File: config.mk
export PLATFORM = sky130hd
export DESIGN_NAME = source_token_lexer
export DESIGN_NICKNAME = d
export VERILOG_FILES = /design/src/rtl/stl_pkg.sv /design/src/rtl/stl_kw_match.sv /design/src/rtl/stl_scan.sv /design/src/rtl/source_token_lexer.sv
export SDC_FILE = /design/constraint.sdc
export NUM_CORES = 1
export LEC_CHECK = 0
export ABC_AREA = 1
export BUFFER_PORTS_ARGS = -buffer_cell sky130_fd_sc_hd__buf_2
export CAP_MARGIN = 25
export CORE_AREA = 2 2 191 193
export DETAILED_ROUTE_END_ITERATION = 8
export DIE_AREA = 0 0 193 195
export PLACE_DENSITY = 0.72
export RECOVER_POWER = 50
export SYNTH_ARGS = -nofsm -noshare
export SYNTH_HDL_FRONTEND = slang
export SYNTH_SLANG_ARGS = --single-unit
export TNS_END_PERCENT = 5
File: constraint.sdc
create_clock -name i_clk -period 5.45 [get_ports i_clk]
set_clock_uncertainty 0.15 [all_clocks]
set_input_delay 1.09 -clock i_clk [delete_from_list [all_inputs] [get_ports i_clk]]
set_output_delay 1.09 -clock i_clk [all_outputs]
set_load 0.05 [all_outputs]
File: src/rtl/stl_pkg.sv
package stl_pkg;

    typedef enum logic [3:0] {
        M_IDLE, M_IDENT, M_NUMBER, M_COMMENT, M_DASH, M_LPAREN, M_EQ, M_GT,
        M_LT, M_COLON, M_CHAR_OPEN, M_CHAR_ESC, M_CHAR_CLOSE
    } t_mode;

    typedef logic [5:0] t_kind;

    localparam t_kind K_EOF        = 6'd0;
    localparam t_kind K_UNKNOWN    = 6'd1;
    localparam t_kind K_BADCHAR    = 6'd2;
    localparam t_kind K_IDENT      = 6'd3;
    localparam t_kind K_NUM        = 6'd4;
    localparam t_kind K_CHAR       = 6'd5;
    localparam t_kind K_KW0        = 6'd6;
    localparam t_kind K_LPAREN     = 6'd22;
    localparam t_kind K_UNIT       = 6'd23;
    localparam t_kind K_RPAREN     = 6'd24;
    localparam t_kind K_LBRACKET   = 6'd25;
    localparam t_kind K_RBRACKET   = 6'd26;
    localparam t_kind K_LBRACE     = 6'd27;
    localparam t_kind K_RBRACE     = 6'd28;
    localparam t_kind K_SEMI       = 6'd29;
    localparam t_kind K_PIPE       = 6'd30;
    localparam t_kind K_EQ         = 6'd31;
    localparam t_kind K_EQUAL      = 6'd32;
    localparam t_kind K_WIDE_ARROW = 6'd33;
    localparam t_kind K_GT         = 6'd34;
    localparam t_kind K_GE         = 6'd35;
    localparam t_kind K_LT         = 6'd36;
    localparam t_kind K_LE         = 6'd37;
    localparam t_kind K_ADD        = 6'd38;
    localparam t_kind K_SUB        = 6'd39;
    localparam t_kind K_ARROW      = 6'd40;
    localparam t_kind K_MUL        = 6'd41;
    localparam t_kind K_DIV        = 6'd42;
    localparam t_kind K_COLON      = 6'd43;
    localparam t_kind K_DCOLON     = 6'd44;

    // keyword text, first byte lowest, and its length
    localparam logic [39:0] KW_TEXT [16] = '{
        40'h0000006669, 40'h0000006e69, 40'h006e656874, 40'h0065757274,
        40'h0065736c65, 40'h0065736163, 40'h000074656c, 40'h00006e7566,
        40'h65736c6166, 40'h0000646e61, 40'h000000726f, 40'h000000666f,
        40'h0000746f6e, 40'h0000646f6d, 40'h0000657375, 40'h000000005f
    };
    localparam logic [2:0] KW_LEN [16] = '{
        3'd2, 3'd2, 3'd4, 3'd4, 3'd4, 3'd4, 3'd3, 3'd3,
        3'd5, 3'd3, 3'd2, 3'd2, 3'd3, 3'd3, 3'd3, 3'd1
    };

    typedef struct packed {
        logic  vld;
        t_kind kind;
    } t_tok;

    function automatic logic is_letter(input logic [7:0] c);
        return (c >= 8'h61 && c <= 8'h7a) || (c >= 8'h41 && c <= 8'h5a) || c == 8'h5f;
    endfunction

    function automatic logic is_num(input logic [7:0] c);
        return c >= 8'h30 && c <= 8'h39;
    endfunction

endpackage

File: src/rtl/stl_kw_match.sv
module stl_kw_match #(
    parameter int POSITION_BITS = 24
) (
    input  logic [39:0]              i_prefix,
    input  logic [POSITION_BITS-1:0] i_len,
    output stl_pkg::t_kind           o_kind
);
    import stl_pkg::*;

    // compare the held prefix against every keyword in parallel
    always_comb begin
        logic [39:0] mask;
        o_kind = K_IDENT;
        for (int k = 15; k >= 0; k--) begin
            mask = (40'd1 << (8 * KW_LEN[k])) - 40'd1;
            if (i_len == POSITION_BITS'(KW_LEN[k]) && (i_prefix & mask) == KW_TEXT[k])
                o_kind = K_KW0 + 6'(k);
        end
    end
endmodule

File: src/rtl/stl_scan.sv
module stl_scan (
    input  logic [7:0]         i_c,
    input  stl_pkg::t_mode     i_mode,
    input  logic               i_end,
    input  stl_pkg::t_kind     i_word_kind,
    output stl_pkg::t_tok      o_tok0,
    output stl_pkg::t_tok      o_tok1,
    output stl_pkg::t_mode     o_mode,
    output logic               o_begin,   // a new pending token starts here
    output logic               o_grow,    // byte joins the pending token
    output logic               o_newline
);
    import stl_pkg::*;

    t_kind k1;      // kind for the pending token when not paired
    t_kind k2;      // paired kind
    logic [7:0] sec;
    logic pair;
    logic rescan;
    t_mode idle_mode;
    t_tok  idle_tok;
    logic  idle_begin;
    logic  idle_nl;

    // single-byte scan from idle
    always_comb begin
        idle_mode  = M_IDLE;
        idle_begin = 1'b0;
        idle_nl    = 1'b0;
        idle_tok   = '{vld: 1'b1, kind: K_UNKNOWN};
        case (i_c)
            8'h20, 8'h0d, 8'h09: idle_tok.vld = 1'b0;
            8'h0a: begin idle_tok.vld = 1'b0; idle_nl = 1'b1; end
            8'h28: begin idle_mode = M_LPAREN; idle_begin = 1'b1; end
            8'h3d: begin idle_mode = M_EQ; idle_begin = 1'b1; end
            8'h3e: begin idle_mode = M_GT; idle_begin = 1'b1; end
            8'h3c: begin idle_mode = M_LT; idle_begin = 1'b1; end
            8'h3a: begin idle_mode = M_COLON; idle_begin = 1'b1; end
            8'h2d: begin idle_mode = M_DASH; idle_begin = 1'b1; end
            8'h27: begin idle_mode = M_CHAR_OPEN; idle_begin = 1'b1; end
            8'h29: idle_tok.kind = K_RPAREN;
            8'h5b: idle_tok.kind = K_LBRACKET;
            8'h5d: idle_tok.kind = K_RBRACKET;
            8'h7b: idle_tok.kind = K_LBRACE;
            8'h7d: idle_tok.kind = K_RBRACE;
            8'h3b: idle_tok.kind = K_SEMI;
            8'h7c: idle_tok.kind = K_PIPE;
            8'h2b: idle_tok.kind = K_ADD;
            8'h2a: idle_tok.kind = K_MUL;
            8'h2f: idle_tok.kind = K_DIV;
            default: begin
                if (is_letter(i_c)) begin
                    idle_mode = M_IDENT; idle_begin = 1'b1;
                end else if (is_num(i_c)) begin
                    idle_mode = M_NUMBER; idle_begin = 1'b1;
                end
            end
        endcase
        if (idle_begin)
            idle_tok.vld = 1'b0;
    end

    // pairing table of the two-byte tokens and the closing quote, with the unpaired kind of each mode
    always_comb begin
        sec = 8'h00; k1 = K_SUB; k2 = K_ARROW;
        case (i_mode)
            M_DASH:       begin sec = 8'h3e; k1 = K_SUB;     k2 = K_ARROW;  end
            M_LPAREN:     begin sec = 8'h29; k1 = K_LPAREN;  k2 = K_UNIT;   end
            M_EQ:         begin
                sec = (i_c == 8'h3e) ? 8'h3e : 8'h3d; k1 = K_EQ;
                k2  = (i_c == 8'h3e) ? K_WIDE_ARROW : K_EQUAL;
            end
            M_GT:         begin sec = 8'h3d; k1 = K_GT;      k2 = K_GE;     end
            M_LT:         begin sec = 8'h3d; k1 = K_LT;      k2 = K_LE;     end
            M_COLON:      begin sec = 8'h3a; k1 = K_COLON;   k2 = K_DCOLON; end
            M_CHAR_CLOSE: begin sec = 8'h27; k1 = K_BADCHAR; k2 = K_CHAR;   end
            M_CHAR_OPEN, M_CHAR_ESC: k1 = K_BADCHAR;
            M_IDENT:      k1 = i_word_kind;
            M_NUMBER:     k1 = K_NUM;
            default:      k1 = K_SUB;
        endcase
        pair = (i_c == sec);
    end

    // main decision for one byte
    always_comb begin
        o_tok0    = '{vld: 1'b0, kind: k1};
        o_tok1    = '{vld: 1'b0, kind: K_EOF};
        o_mode    = i_mode;
        o_begin   = 1'b0;
        o_grow    = 1'b0;
        o_newline = 1'b0;
        rescan    = 1'b0;
        if (i_end) begin
            o_tok0.vld = (i_mode != M_IDLE) && (i_mode != M_COMMENT);
            o_tok1.vld = 1'b1;
            o_mode     = M_IDLE;
        end else begin
            case (i_mode)
                M_IDENT: begin
                    if (is_letter(i_c) || is_num(i_c)) o_grow = 1'b1;
                    else begin o_tok0.vld = 1'b1; rescan = 1'b1; end
                end
                M_NUMBER: begin
                    if (is_num(i_c) || i_c == 8'h5f) o_grow = 1'b1;
                    else begin o_tok0.vld = 1'b1; rescan = 1'b1; end
                end
                M_COMMENT: begin
                    if (i_c == 8'h0a) begin o_mode = M_IDLE; o_newline = 1'b1; end
                end
                M_CHAR_OPEN: begin
                    o_grow = 1'b1;
                    o_mode = (i_c == 8'h5c) ? M_CHAR_ESC : M_CHAR_CLOSE;
                end
                M_CHAR_ESC: begin
                    o_grow = 1'b1;
                    o_mode = M_CHAR_CLOSE;
                end
                M_DASH, M_LPAREN, M_EQ, M_GT, M_LT, M_COLON, M_CHAR_CLOSE: begin
                    if (i_mode == M_DASH && i_c == 8'h2d) o_mode = M_COMMENT;
                    else if (pair) begin
                        o_grow = 1'b1; o_tok0.vld = 1'b1; o_tok0.kind = k2;
                        o_mode = M_IDLE;
                    end else begin
                        o_tok0.vld = 1'b1; rescan = 1'b1;
                    end
                end
                default: rescan = 1'b1;
            endcase
            if (rescan) begin
                o_tok1    = idle_tok;
                o_mode    = idle_mode;
                o_begin   = idle_begin;
                o_newline = idle_nl;
            end
        end
    end
endmodule

File: src/rtl/source_token_lexer.sv
// Channel | Dir | Fields                                    | Handshake
// in      | in  | byte_value, is_end                        | i_valid / o_stall
// out     | out | token_kind, token_offset, token_length,   | o_valid / i_stall
//         |     | line_number, is_last                      |
//
// One byte per cycle unless o_stall holds it: an item is decoded in the cycle
// it is accepted and its tokens (up to two) go into a two-entry output queue.
// A second token from the same byte is queued behind the first; input
// stalls only while the queue lacks room for two tokens.
// Reset (synchronous, active low) returns the scanner to line 1, offset 0.
// Results are registered: a byte's first token is output in the cycle after acceptance.
module source_token_lexer #(
    parameter int POSITION_BITS = 24,
    parameter int LINE_BITS     = 16
) (
    input  logic                     i_clk,
    input  logic                     i_rst_n,
    input  logic                     i_valid,
    output logic                     o_stall,
    input  logic [7:0]               i_byte_value,
    input  logic                     i_is_end,
    output logic                     o_valid,
    input  logic                     i_stall,
    output logic [5:0]               o_token_kind,
    output logic [POSITION_BITS-1:0] o_token_offset,
    output logic [POSITION_BITS-1:0] o_token_length,
    output logic [LINE_BITS-1:0]     o_line_number,
    output logic                     o_is_last
);
    import stl_pkg::*;

    localparam int QW = 6 + 2 * POSITION_BITS + LINE_BITS + 1;
    localparam logic [POSITION_BITS-1:0] LEN_MAX = '1;
    localparam logic [LINE_BITS-1:0]     LINE_MAX = '1;

    t_mode                    r_mode, n_mode;
    logic [39:0]              r_prefix, n_prefix;
    logic [POSITION_BITS-1:0] r_start, n_start;
    logic [POSITION_BITS-1:0] r_len, n_len;
    logic [POSITION_BITS-1:0] r_pos, n_pos;
    logic [LINE_BITS-1:0]     r_line, n_line;

    logic [QW-1:0] r_q [2];
    logic [QW-1:0] n_q [2];
    logic [1:0]    r_cnt, n_cnt;

    t_kind word_kind;
    t_tok  tok0, tok1;
    t_mode s_mode;
    logic  s_begin, s_grow, s_nl;
    logic  acc, pop;
    logic [QW-1:0] e0, e1;
    logic [LINE_BITS-1:0] line_tok1;

    stl_kw_match #(.POSITION_BITS(POSITION_BITS)) u_kw (
        .i_prefix (r_prefix),
        .i_len    (r_len),
        .o_kind   (word_kind)
    );

    stl_scan u_scan (
        .i_c         (i_byte_value),
        .i_mode      (r_mode),
        .i_end       (i_is_end),
        .i_word_kind (word_kind),
        .o_tok0      (tok0),
        .o_tok1      (tok1),
        .o_mode      (s_mode),
        .o_begin     (s_begin),
        .o_grow      (s_grow),
        .o_newline   (s_nl)
    );

    assign o_stall = (r_cnt == 2'd2) || (r_cnt == 2'd1 && i_stall);
    assign acc     = i_valid && !o_stall;
    assign pop     = o_valid && !i_stall;

    // scanner state update
    always_comb begin
        n_mode   = s_mode;
        n_prefix = r_prefix;
        n_start  = r_start;
        n_len    = r_len;
        n_pos    = r_pos + POSITION_BITS'(1);
        n_line   = r_line;
        if (s_grow) begin
            if (r_mode == M_IDENT && r_len < POSITION_BITS'(5))
                n_prefix = r_prefix | (40'(i_byte_value) << (8 * r_len[2:0]));
            if (r_len != LEN_MAX)
                n_len = r_len + POSITION_BITS'(1);
        end
        if (s_begin) begin
            n_start  = r_pos;
            n_len    = POSITION_BITS'(1);
            n_prefix = 40'(i_byte_value);
        end
        if (s_nl && r_line != LINE_MAX)
            n_line = r_line + LINE_BITS'(1);
        if (i_is_end) begin
            n_mode = M_IDLE; n_prefix = '0; n_start = '0; n_len = '0;
            n_pos = '0; n_line = LINE_BITS'(1);
        end
    end

    // token records; a paired token takes the grown length
    assign line_tok1 = r_line;
    always_comb begin
        logic [POSITION_BITS-1:0] l0;
        l0 = r_len;
        if (tok0.kind != tok1.kind && s_grow && tok0.vld && r_len != LEN_MAX)
            l0 = r_len + POSITION_BITS'(1);
        e0 = {tok0.kind, r_start, l0, r_line, !tok1.vld};
        e1 = {tok1.kind, r_pos,
              tok1.kind == K_EOF ? POSITION_BITS'(0) : POSITION_BITS'(1),
              line_tok1, 1'b1};
    end

    // two-entry output queue: pop first, then append this item's tokens
    always_comb begin
        n_q   = r_q;
        n_cnt = r_cnt;
        if (pop) begin
            n_q[0] = r_q[1];
            n_cnt  = n_cnt - 2'd1;
        end
        if (acc) begin
            if (tok0.vld && tok1.vld) begin
                n_q[n_cnt[0]] = e0; n_q[1] = e1; n_cnt = n_cnt + 2'd2;
            end else if (tok0.vld) begin
                n_q[n_cnt[0]] = e0; n_cnt = n_cnt + 2'd1;
            end else if (tok1.vld) begin
                n_q[n_cnt[0]] = e1; n_cnt = n_cnt + 2'd1;
            end
        end
    end

    // scanner and queue registers
    always_ff @(posedge i_clk) begin
        if (!i_rst_n) begin
            r_mode <= M_IDLE; r_prefix <= '0; r_start <= '0; r_len <= '0;
            r_pos <= '0; r_line <= LINE_BITS'(1); r_cnt <= '0;
        end else begin
            if (acc) begin
                r_mode <= n_mode; r_prefix <= n_prefix; r_start <= n_start;
                r_len <= n_len; r_pos <= n_pos; r_line <= n_line;
            end
            r_q   <= n_q;
            r_cnt <= n_cnt;
        end
    end

    assign o_valid = r_cnt != 2'd0;
    assign {o_token_kind, o_token_offset, o_token_length, o_line_number, o_is_last} = r_q[0];

    // queue never overfills
    a_cnt: assert property (@(posedge i_clk) disable iff (!i_rst_n) r_cnt <= 2'd2)
        else $error("queue overflow");
    // no accept while full
    a_full: assert property (@(posedge i_clk) disable iff (!i_rst_n)
        r_cnt == 2'd2 |-> !acc) else $error("accept while full");
    // end of source resets position
    a_end: assert property (@(posedge i_clk) disable iff (!i_rst_n)
        acc && i_is_end |=> r_pos == '0) else $error("position not cleared");
endmodule
Word level (Yosys, flattened, before mapping):

Index checks and enable logic that the tools add are counted.

* register bits: 276
* bits of input ports: 13
* output and inout bits: 73
* word-level logic and storage cells: 249

* add/subtract/negate cells: 6
* order comparisons: 9
* equality and inequality tests: 65
* shift operators: 1
* multiplexer cells: 93
* bitwise gates (word level): 2
* reductions and logical operators: 63

Operators with widths (number)
* two-way mux 142 bit: 4
* bitwise mux 142 bit: 2
* two-way mux 24 bit: 8
* two-way mux 40 bit: 4
* == test 24 x 23 -> 1 bit, second input constant: 6
* two-way mux 71 bit: 2
* == test 32 x 31 -> 1 bit, second input constant: 4
* two-way mux 6 bit: 19
* == test 8 x 6 -> 1 bit, second input constant: 13
* demux 71 bit (select 1 bit): 1
* == test 16 x 15 -> 1 bit, second input constant: 4
* == test 8 x 7 -> 1 bit, second input constant: 8
* case mux 6 bit (10 select lines): 1
* adder 24 x 1 -> 24 bit, second input constant: 2
* == test 24 x 2 -> 1 bit, second input constant: 2
* == test 24 x 3 -> 1 bit, second input constant: 2
* case mux 6 bit (8 select lines): 1
* case mux 8 bit (6 select lines): 1
* == test 40 x 39 -> 1 bit, second input constant: 1
* OR 40 bit: 1
* left shift 8 x 6 -> 40 bit: 1
* case mux 6 bit (6 select lines): 1
* two-way mux 16 bit: 2
* case mux 4 bit (8 select lines): 1
* other kinds (52): 148

Logic depth before layout (Yosys ltp):

* depth in word-level cells: 32
* gate-level depth with buffers: 22
* mapped depth without buffers: 21

Hierarchy:

From an unflattened synthesis, not the netlist that was laid out.

* cells, all modules: 2495
* area, all modules: 17400.4 um^2

Modules (own cells, without submodules)
* source_token_lexer: instances 1, cells an instance 2015, area each 15180.8 um^2, sequential area each 6946.7 um^2
* stl_scan: instances 1, cells an instance 279, area each 1310.0 um^2, sequential area each 0.0 um^2
* stl_kw_match: instances 1, cells an instance 201, area each 909.6 um^2, sequential area each 0.0 um^2

Worst setup path before layout:

OpenSTA, ideal clock, no wires.

* kind: input to register
* from: in i_byte_value[3]
* to: reg (tool-made name)
* library setup time: 0.390 ns
* arrival time: 5.242 ns
* required time: 4.910 ns
* path slack: -0.332 ns
* cell stages on the path: 17
* buffers on the path: 1
* path through: buf_4 inv_2 nor2_4 nand3_1 o21ai_0 a21oi_1 nand2_1 nor2_2 nand2_1 nand2_1 nand2_2 nand2_4 inv_2 nand3_2 nand2_1 nor2_1 o21a_1

RTL lines
* from (decl): line source_token_lexer.sv:20 `input logic [7:0] i_byte_value,`

==> run summary <==
The maximum cell stage delay along the critical path came out at 1860 ps. The chip width came out at 193 um. The type of the setup path with the least slack is in2reg. The filler cells instantiated in the layout total between 3,000 and 4,000. The global routing usage on met1 is 0.413. The number of diodes added for antenna fixing is 0. The startpoint identified for the worst hold timing path is r_prefix[14]. The hold-fix buffer count after cts came out at 0.

The cell with the largest stage delay on the worst path is clkbuf_1. The leftover overflow at the end of global routing came out at 0. The number of nets at the end of the flow is between 2,000 and 3,000.

The post-synthesis net count came out at roughly 2,800. In this run the deepest clock path goes through 3 buffers. The number of nets still failing antenna checks after routing is 0. The maximum vdd drop came out at slightly above 500 uV. The busiest layer in global routing is met2. The actual slew at the worst max-slew pin is 3370 ps. The number of endpoints failing setup at the final stage came out at 0. The floorplan step defined a die boundary enclosing between 30,000 and 40,000 um^2. Once placement completed, the tool counted placed cells totaling between 3,000 and 4,000. The share of cells above drive strength 1 is 0.0596.

Counting buffers and inverters, the worst setup path is 6 cells deep. On the final layout, the worst hold slack is slightly above 300 ps. Setup slack on the worst reg-to-reg path comes out at between 1000 and 1500 ps.

Max-cap violations in this run came to 2. Counting instances in the post-synthesis netlist gives the leading cell types as nand2_1 (960), nor2_1 (251), inv_1 (206). The number of register bits inferred by synthesis came out at between 200 and 300. The number of cells upsized or downsized after cts came out at 0. The most used flip-flop cell after synthesis is edfxtp_1. The worst-path maximum fanout came out at between 40 and 50.

The total number of vias is 17,700. The worst hold path belongs to the class reg2reg. The number of buffer and inverter instances along the worst setup path is 3. The ratio of total power to cell area came out at slightly below 600 nW/um^2.

The critical path required time is 5810 ps. The highest clock frequency the design can meet is 0.212 GHz. Among cell families on the critical path, the largest total delay comes from buffers and inverters.

The time the final worst path needs with I/O delays and setup came out at about 4700 ps. During placement, the flow inserted port buffers numbering 85. In the routed layout, each cell is associated on average with a via count of between 5 and 6. The worst slew margin relative to its limit came out at -1.24. The flow ran to the end, but the final reports show violations.

The cell taking the most area after synthesis is edfxtp_1. After detailed routing, the average wire length per cell comes to ~17 um. The post-detailed-placement half-perimeter wirelength came out at approximately 36,000 um. In this run the standard cell core region covers 35,400 um^2. The insertion delay to the later sink of the worst-skew pair came out at around 580 ps. The tree built by TritonCTS fans out to 276 sinks.

For the final routed database, the setup TNS stands at 0 ps. Yosys attributes the largest share of cell area to edfxtp_1 (23%), nand2_1 (20%), dfxtp_1 (15%). The final count of hold timing violations came out at 0. STA classifies the critical path endpoint as a flop.

The data arrival time of the worst path came out at a little over 5000 ps. The path depth of the worst reg2reg path is 18. The initial utilization of the core area, before any placement, comes to 0.515. The most common cell in the synthesized netlist is nand2_1. The initial antenna violation count is 0.

The worst hold path terminates at r_prefix[14]. The sequential fraction of the synthesis area came out at 0.381. Dividing the final minimum period by the clock period gives 0.866. The max-slew violation count came out at 97. The via count of the first global-routing pass came out at 16,200.

A synthesized cell averages roughly 6.7 um^2. In the global route stage, met3 resource usage came out at 0.0338. In this run the critical register-to-register path is launched from r_mode[0]. The floorplan has 69 rows.

The global-route wire length before repair is 85,400 um. TritonCTS built the clock tree. The analysis attributes to cell leakage a power of a little under 8 nW. In this run the number of H-tree levels came out at 1. The number of distinct library cells after synthesis is 50. In this run, the number of DRC markers left after iteration 0 of detailed routing was 1,686. The residual DRC count came out at 0.

The buffer type at the clock tree root is clkbuf_16. The vertical extent of the die is 195 um. The proportion of synthesized flip-flops having asynchronous set or reset came out at 0.

The sequential cell area in the final layout came out at around 6900 um^2. Setup repair after global routing left no endpoint under its margin. The length of the first detailed-routing pass in iterations is 6.

The top cell type's share of synthesized area is 0.234. The worst setup path is launched from an input port. The routed design has 53,000 um of wire. During I/O placement, the number of pins put on the boundary was between 80 and 90. Synthesis handed over a netlist of around 2,700 instances. The clock transition at the register clock pins on the worst setup and hold paths after CTS is ~60 ps. The worst hold path passes through 2 cells. The post-synthesis to final-layout area growth came out at 5.33%.

The setup fix buffers added after clock tree synthesis is 0. The clock buffer count from CTS is 31. The combined global-route utilization of all metal layers came out at 0.279. The signal on the critical path passes through buf_4, clkbuf_1, nand2_1, clkinv_1, o21ai_0, a21oi_1.

The number of flops mapped to enable cells by yosys is ~140. The total number of yosys warnings is 0. The largest net degree at the start of global routing is 77. The routing usage on met2 came out at 0.430. For this run, the number of standard cells in the final layout without fillers is about 3,200. The post-synthesis instance area came out at roughly 18,000 um^2. The last weighted congestion value of the routability-driven placer came out at just under 0.9. The final reports fail on capacitance limit, slew limit.

The area of combinational cells with multiple inputs came out at between 9000 and 10,000 um^2.
## metal layers
metal,up-vias,part of all wire,routed length (um)
met5,-,0,0
met4,0,0.022,1140
met3,77,0.077,4100
met2,715,0.44,23400
met1,8162,0.46,24400
li1,8752,-,-
## placed cells by master, fill, tap and decap left out, drive strengths merged, types with 4 or more instances in the layout
master	instances
nor2	269
nand2	983
o21a	4
buf	35
o21ai	166
nor3	63
a22oi	16
xor2	27
o22ai	11
nand3b	4
nand4	31
a31oi	8
nor4	13
ha	9
clkinv	14
or2	12
a21oi	152
inv	227
clkbuf	125
o211ai	20
dfxtp	134
nand3	205
a211oi	15
edfxtp	142
## area by class of cell
type / count / area share
Timing Repair Buffer: 114 / 0.0280
Multi-Input combinational cell: 2021 / 0.482
Sequential cell: 276 / 0.362
Clock inverter: 12 / 0.00606
Tap cell: 461 / 0.0300
Clock buffer: 46 / 0.0472
Inverter: 231 / 0.0452
## power by group
group / switching [mW] / internal, mW
sequential: 0.367 / 2.99
combinational: 4.41 / 1.45
clock: 0.868 / 1.24
total: 5.65 / 5.68
## cell families after synthesis
kind of cell / share of synthesized area
buffers and inverters: 0.111
AND/OR/NAND/NOR: 0.366
multiplexers: 0.000549
adder cells (fa/ha/maj): 0.00618
AO/OA/AOI/OAI: 0.121
flip-flops: 0.381
XOR/XNOR: 0.0139
## worst max path at each step
stage / slack, ps / to / startpoint
floorplan: 340 / flop / i_byte_value[3]
global placement: 970 / flop / i_byte_value[3]
detailed placement: 870 / r_start[7] / i_byte_value[3]
CTS: 1320 / r_q[37] / r_len[0]
global route: 460 / r_pos[23] / i_rst_n
finish: 730 / r_pos[23] / i_rst_n
## through the flow
stage / setup WS [ps] / utilization / power (mW) / cell area [um^2]
after floorplan: 344 / - / 8.13 / 18200
after global placement: 970 / 0.517 / 9.11 / 18300
after detailed placement: 866 / 0.517 / 9.25 / 18300
after CTS: 1320 / 0.546 / 11.4 / 19300
after global routing: 460 / 0.543 / 12.1 / 19200
final: 732 / 0.543 / 11.3 / 19200
## tightest hold or removal path, cell delays in order, from the launching register on
cell and delay [ps]:
dfxtp_1 290, inv_1 60, a21oi_1 60
No activity file was read; power rests on OpenSTA's default activity.
